<file path="src/rtl/swrc_pkg.sv">
package swrc_pkg;

  localparam int DW = 32;
  localparam int CFG_IDX_W = 1;

  localparam logic [DW-1:0] RATE_SCALE = 32'd1000;
  localparam logic [DW-1:0] DURATION_RESET = 32'd1000;
  localparam logic [DW-1:0] WIDTH_RESET = 32'd100;

  localparam logic KIND_QUERY = 1'b1;

  typedef enum logic [CFG_IDX_W-1:0] {
    REG_WINDOW_DURATION,
    REG_BUCKET_WIDTH
  } cfg_reg_t;

  // Operand selection for the shared divider.
  typedef enum logic [1:0] {
    DIV_RING,
    DIV_TIME,
    DIV_RATE
  } div_sel_t;

  typedef struct packed {
    logic     clr;
    logic     load;
    logic     div_start;
    div_sel_t div_sel;
    logic     set_n;
    logic     set_rt;
    logic     rd_cur;
    logic     rec_wr;
    logic     q_init;
    logic     q_rd;
    logic     q_acc;
    logic     mul;
    logic     set_out;
  } swrc_cmd_t;

  typedef struct packed {
    logic clr_last;
    logic div_done;
    logic kind;
    logic q_more;
    logic q_stop;
    logic out_free;
  } swrc_sts_t;

endpackage

</file>
<file path="src/rtl/swrc_ctrl.sv">
module swrc_ctrl (
  input  logic                clk,
  input  logic                rst_n,
  input  logic                in_valid,
  output logic                in_stall,
  input  swrc_pkg::swrc_sts_t sts,
  output swrc_pkg::swrc_cmd_t cmd
);
  import swrc_pkg::*;

  typedef enum logic [3:0] {
    ST_CLEAR,
    ST_IDLE,
    ST_RING,
    ST_RING_WAIT,
    ST_TIME,
    ST_TIME_WAIT,
    ST_REC_RD,
    ST_REC_WR,
    ST_Q_INIT,
    ST_Q_RD,
    ST_Q_CHK,
    ST_Q_MUL,
    ST_RATE,
    ST_RATE_WAIT,
    ST_OUT
  } state_t;

  state_t state_r;
  state_t state_nxt;
  logic   in_stall_r;

  always_comb begin
    state_nxt = state_r;
    cmd       = '0;
    cmd.div_sel = DIV_RING;
    case (state_r)
      ST_CLEAR: begin
        cmd.clr = 1'b1;
        if (sts.clr_last) begin
          state_nxt = ST_IDLE;
        end
      end
      ST_IDLE: begin
        if (in_valid) begin
          cmd.load  = 1'b1;
          state_nxt = ST_RING;
        end
      end
      ST_RING: begin
        cmd.div_start = 1'b1;
        cmd.div_sel   = DIV_RING;
        state_nxt     = ST_RING_WAIT;
      end
      ST_RING_WAIT: begin
        if (sts.div_done) begin
          cmd.set_n = 1'b1;
          state_nxt = ST_TIME;
        end
      end
      ST_TIME: begin
        cmd.div_start = 1'b1;
        cmd.div_sel   = DIV_TIME;
        state_nxt     = ST_TIME_WAIT;
      end
      ST_TIME_WAIT: begin
        if (sts.div_done) begin
          cmd.set_rt = 1'b1;
          state_nxt  = (sts.kind == KIND_QUERY) ? ST_Q_INIT : ST_REC_RD;
        end
      end
      ST_REC_RD: begin
        cmd.rd_cur = 1'b1;
        state_nxt  = ST_REC_WR;
      end
      ST_REC_WR: begin
        cmd.rec_wr = 1'b1;
        state_nxt  = ST_IDLE;
      end
      ST_Q_INIT: begin
        cmd.q_init = 1'b1;
        state_nxt  = ST_Q_RD;
      end
      ST_Q_RD: begin
        if (sts.q_more) begin
          cmd.q_rd  = 1'b1;
          state_nxt = ST_Q_CHK;
        end else begin
          state_nxt = ST_Q_MUL;
        end
      end
      ST_Q_CHK: begin
        if (sts.q_stop) begin
          state_nxt = ST_Q_MUL;
        end else begin
          cmd.q_acc = 1'b1;
          state_nxt = ST_Q_RD;
        end
      end
      ST_Q_MUL: begin
        cmd.mul   = 1'b1;
        state_nxt = ST_RATE;
      end
      ST_RATE: begin
        cmd.div_start = 1'b1;
        cmd.div_sel   = DIV_RATE;
        state_nxt     = ST_RATE_WAIT;
      end
      ST_RATE_WAIT: begin
        cmd.div_sel = DIV_RATE;
        if (sts.div_done) begin
          state_nxt = ST_OUT;
        end
      end
      ST_OUT: begin
        if (sts.out_free) begin
          cmd.set_out = 1'b1;
          state_nxt   = ST_IDLE;
        end
      end
      default: begin
        state_nxt = ST_IDLE;
      end
    endcase
  end

  always_ff @(posedge clk) begin
    if (!rst_n) begin
      state_r    <= ST_CLEAR;
      in_stall_r <= 1'b1;
    end else begin
      state_r    <= state_nxt;
      in_stall_r <= state_nxt != ST_IDLE;
    end
  end

  assign in_stall = in_stall_r;

endmodule

</file>
<file path="config.mk">
export PLATFORM = sky130hd
export DESIGN_NAME = swrc_ctrl
export DESIGN_NICKNAME = d
export VERILOG_FILES = /design/src/rtl/swrc_pkg.sv /design/src/rtl/swrc_ctrl.sv
export SDC_FILE = /design/constraint.sdc
export NUM_CORES = 1
export LEC_CHECK = 0
export BUFFER_PORTS_ARGS = -buffer_cell sky130_fd_sc_hd__buf_2
export CORE_MARGIN = 4
export CORE_UTILIZATION = 41
export CTS_CLUSTER_DIAMETER = 60
export DETAILED_ROUTE_END_ITERATION = 8
export PLACE_DENSITY = 0.82
export SYNTH_ARGS = -nofsm -noshare
export SYNTH_HDL_FRONTEND = slang
export SYNTH_SLANG_ARGS = --single-unit
</file>
<file path="constraint.sdc">
create_clock -name clk -period 1.38 [get_ports clk]
set_clock_uncertainty 0.1 [all_clocks]
set_input_delay 0.276 -clock clk [delete_from_list [all_inputs] [get_ports clk]]
set_output_delay 0.276 -clock clk [all_outputs]
set_load 0.1 [all_outputs]
</file>
==> impl_metrics.env, run 1 <==
export IMPL_place_congestion=0.977
export IMPL_die_y_um=45.3
export IMPL_die_w_um=45.3
export IMPL_postSynth_asyncResetShare_pct=0
export IMPL_clock_sinks=5
export IMPL_ys_flop_type="dfxtp_1"
export IMPL_cts_hold_buf=0
export IMPL_synth_top_cell_area_share_pct=17.6
export IMPL_syn_instance_count=74
export IMPL_ys_seq_elements=5
export IMPL_cts_buffers=3
export IMPL_muxShareOfSynthArea_pct=0
export IMPL_place_area_mm2=0.00118
export IMPL_synth_edff_count=0
export IMPL_post_cts_buffers=6
export IMPL_synth_area_top_cells="dfxtp_1 18%, nor2b_1 5.5%, buf_4 5.3%, nand2_1 5.3%, nor2_1 4.6%"
export IMPL_dp_hpwl_mm=1.93
export IMPL_synth_xor_area_share_pct=0
export IMPL_syn_avg_cell_area_um2=7.69
export IMPL_num_io_pins=24
export IMPL_yosys_area_share_simple_pct=45.9
export IMPL_lastStage="clock tree synthesis (4_1_cts)"
export IMPL_synth_top_family_by_area="simple AND/OR/NAND/NOR gates"
export IMPL_start_util_pct=43.8
export IMPL_root_buffer="clkbuf_4"
export IMPL_syn_area_um2=569
export IMPL_synth_distinct_cells=36
export IMPL_synth_compound_area_share_pct=25.3
export IMPL_yosys_warnings=0
export IMPL_yosysTopAreaCell="dfxtp_1"
export IMPL_io_buffers=23
export IMPL_status="did not finish"
export IMPL_synthAdderAreaFrac_pct=0
export IMPL_core_rowCount=13
export IMPL_first_error="[ERROR DPL-0038] Utilization greater than 100%, impossible to legalize"
export IMPL_cts_buffer_depth=2
export IMPL_ctsHtreeMaxLevel=1
export IMPL_yosysSeqAreaShare_pct=17.6
export IMPL_cts_resized=36
export IMPL_synth_nets=83
[Yosys cell counts (2+ instances only)]
cell type	n
a21oi_1	3
and3_1	2
buf_4	4
buf_6	2
dfxtp_1	5
inv_1	2
nand2_1	8
nand2b_1	4
nand4_1	3
nor2_1	7
nor2b_1	5
nor3_1	3
o221a_1	2
or2b_1	2
[per-stage QoR]
step,std cells,setup slack (ns)
after floorplan,74,-0.571
after global placement,128,-0.131
after detailed placement,128,-0.218
[cell families after synthesis]
group / Yosys count
buf+inv: 9
compound gates: 16
flops: 5
simple gates: 44
==> run 2: changes to the inputs <==
--- a/config.mk
+++ b/config.mk
@@ -6,11 +6,10 @@
 export NUM_CORES = 1
 export LEC_CHECK = 0
 export BUFFER_PORTS_ARGS = -buffer_cell sky130_fd_sc_hd__buf_2
-export CORE_MARGIN = 4
-export CORE_UTILIZATION = 41
-export CTS_CLUSTER_DIAMETER = 60
+export CORE_AREA = 4 4 65 67
 export DETAILED_ROUTE_END_ITERATION = 8
-export PLACE_DENSITY = 0.82
+export DIE_AREA = 0 0 69 71
+export PLACE_DENSITY_LB_ADDON = 0.15
 export SYNTH_ARGS = -nofsm -noshare
 export SYNTH_HDL_FRONTEND = slang
 export SYNTH_SLANG_ARGS = --single-unit
==> constraint.sdc (replaced) <==
create_clock -name clk -period 1.8 [get_ports clk]
set_clock_uncertainty 0.1 [all_clocks]
set_input_delay 0.36 -clock clk [delete_from_list [all_inputs] [get_ports clk]]
set_output_delay 0.36 -clock clk [all_outputs]
set_load 0.1 [all_outputs]
==> run 2 against run 1 <==
The flow now finishes without violations. Synthesized cell count stayed put. Area after synthesis unchanged.
==> impl_metrics.env, run 2 <==
export IMPL_wl_met2_um=928
export IMPL_cts_buffers=3
export IMPL_grt_overflow=0
export IMPL_core_rowCount=22
export IMPL_drv_slew=0
export IMPL_ys_flop_type="dfxtp_1"
export IMPL_vdd_drop_max_v=0.000333
export IMPL_hold_viol_final=0
export IMPL_min_delay_start="rst_n"
export IMPL_seq_area_um2=111
export IMPL_crit_path_cell_trace="or3_4 > a21oi_4 > buf_12"
export IMPL_num_io_pins=24
export IMPL_slowest_delay_ns=0.40
export IMPL_cp_num_buf_inv=1
export IMPL_drv_cap=0
export IMPL_dp_hpwl_mm=1.52
export IMPL_cts_hold_buf=0
export IMPL_top_layer="met4"
export IMPL_synth_edff_count=0
export IMPL_cp_slowest_cell="or3_4"
export IMPL_largest_reg_flops=4
export IMPL_period_minus_slack_ns=1.79
export IMPL_syn_instance_count=74
export IMPL_area_delta_synth_final_pct=112
export IMPL_status="finished, final reports clean"
export IMPL_place_congestion=0.814
export IMPL_critical_path_startpoint="state_r[3]"
export IMPL_final_cell_mix="14 x buf_12, 11 x buf_4, 9 x buf_2, 7 x nor2_4, 7 x nand2_1"
export IMPL_syn_area_um2=569
export IMPL_io_buffers=23
export IMPL_synth_nets=83
export IMPL_met3_length_um=47
export IMPL_syn_avg_cell_area_um2=7.69
export IMPL_max_freq_ghz=0.559
export IMPL_postSynth_asyncResetShare_pct=0
export IMPL_fin_ws_ns=0.0122
export IMPL_final_antenna_net_count=0
export IMPL_holdWs_ns=0.344
export IMPL_r2r_end="in_stall"
export IMPL_drive_above_1_share_pct=67.6
export IMPL_drt_iter0_markers=21
export IMPL_wl_met1_um=896
export IMPL_power_total_w=0.000681
export IMPL_grt_setup_unrepaired="true"
export IMPL_root_buffer="clkbuf_8"
export IMPL_grt_total_usage_pct=8.09
export IMPL_cp_data_required_time_ns=1.34
export IMPL_min_path_type="in -> reg"
export IMPL_core_area_mm2=0.00363
export IMPL_drtPass1Iterations=4
export IMPL_timing_reg2reg_setup_slack_ns=0.20
export IMPL_critPathKind="reg -> out"
export IMPL_critPathLaunchType="register"
export IMPL_largest_register="state_r"
export IMPL_crit_cells=3
export IMPL_grt_pass1_vias=688
export IMPL_grt_pass1_wl_mm=3.31
export IMPL_path_delay_family="simple AND/OR/NAND/NOR gates"
export IMPL_yosysTopAreaCell="dfxtp_1"
export IMPL_timing_rr_start="state_r[3]"
export IMPL_clkTransAtPathRegs_ns=0.03
export IMPL_diodes=0
export IMPL_synth_top_cell_area_share_pct=17.6
export IMPL_clk_latency_ns=0.22
export IMPL_end_kind="output pin"
export IMPL_synth_cells_most_frequent="8 x nand2_1, 7 x nor2_1, 5 x dfxtp_1, 5 x nor2b_1"
export IMPL_critPathArrivalTime_ns=1.33
export IMPL_routed_via_density=4.24
export IMPL_die_y_um=71
export IMPL_synth_area_top_cells="dfxtp_1 18%, nor2b_1 5.5%, buf_4 5.3%, nand2_1 5.3%, nor2_1 4.6%"
export IMPL_pwr_density_cell_mw_per_mm2=565
export IMPL_synth_distinct_cells=36
export IMPL_ys_seq_elements=5
export IMPL_wl_mm=1.89
export IMPL_die_w_um=69
export IMPL_max_slew_margin_pct=67.8
export IMPL_yosys_warnings=0
export IMPL_power_leakage_nw=0.422
export IMPL_wl_per_cell_um=12.1
export IMPL_grt_antenna_before_repair=0
export IMPL_start_util_pct=15.7
export IMPL_vias=662
export IMPL_grt_max_degree=12
export IMPL_crit_end="cmd[11]"
export IMPL_r2r_cells=6
export IMPL_fillers=403
export IMPL_ctsHtreeMaxLevel=1
export IMPL_drc_errors=0
export IMPL_cp_max_fo=6
export IMPL_clock_sinks=5
export IMPL_setup_viol=0
export IMPL_worst_slew_pin_slew_ns=0.486
export IMPL_fin_nets=118
export IMPL_pre_cts_ws_ns=0.0704
export IMPL_multi_input_area_um2=546
export IMPL_die_area_mm2=0.00490
export IMPL_cts_buffer_depth=2
export IMPL_synth_most_common_cell="nand2_1"
export IMPL_timing_final_crit_share_pct=99.3
export IMPL_yosysSeqAreaShare_pct=17.6
export IMPL_cts_tree="yes"
export IMPL_mostFrequentLayoutCell="buf_12"
-- run 2: logic make-up after synthesis --
group,Yosys count,synth area share [%]
DFF,5,17.6
AOI/OAI and AO/OA,16,25.3
buffers and inverters,9,11.2
and+or+nand+nor,44,45.9
-- run 2: worst min path at each step --
stage                      end  cells past startpoint
floorplan           state_r[1]                      1
global route        state_r[1]                      2
detailed placement  state_r[2]                      2
finish              state_r[1]                      2
global placement    state_r[2]                      2
CTS                 state_r[1]                      2
-- run 2: report_power, final --
group	total, W	switching, W	internal (W)
Clock	0.000206	0.0000537	0.000152
Combinational	0.000336	0.000211	0.000125
Sequential	0.000140	0.0000174	0.000122
-- run 2: final cells by class --
cell class	instances	share of cell area, %
clock buffer	4	3.73
sequential	5	9.23
multi-input combinational	60	45.2
tap	48	4.98
inverter	3	1.14
timing repair buffer	36	35.7
-- run 2: through the flow --
| stage | TNS (ns) | area (um2) | instances | util, % |
|---|---|---|---|---|
| after floorplan | -0.629 | 711 | 74 | - |
| after global placement | 0 | 1090 | 147 | 30.1 |
| after detailed placement | 0 | 1090 | 147 | 30.1 |
| after CTS | -0.183 | 1170 | 154 | 32.3 |
| after global routing | -0.0141 | 1210 | 156 | 33.2 |
| final | 0 | 1210 | 156 | 33.2 |
-- run 2: repair_timing --
item,in CTS,in global routing
endpoints found under the setup margin,13,8
pin swaps,0,1
setup buffers,3,2
resized for setup,5,6
-- run 2: metal layers --
metal	vias up	global-route usage, %
met5	-	0
met4	0	3.25
met3	2	1.14
met2	17	13.2
met1	305	10.7
li1	338	-
Power figures use the tool's default switching activity.
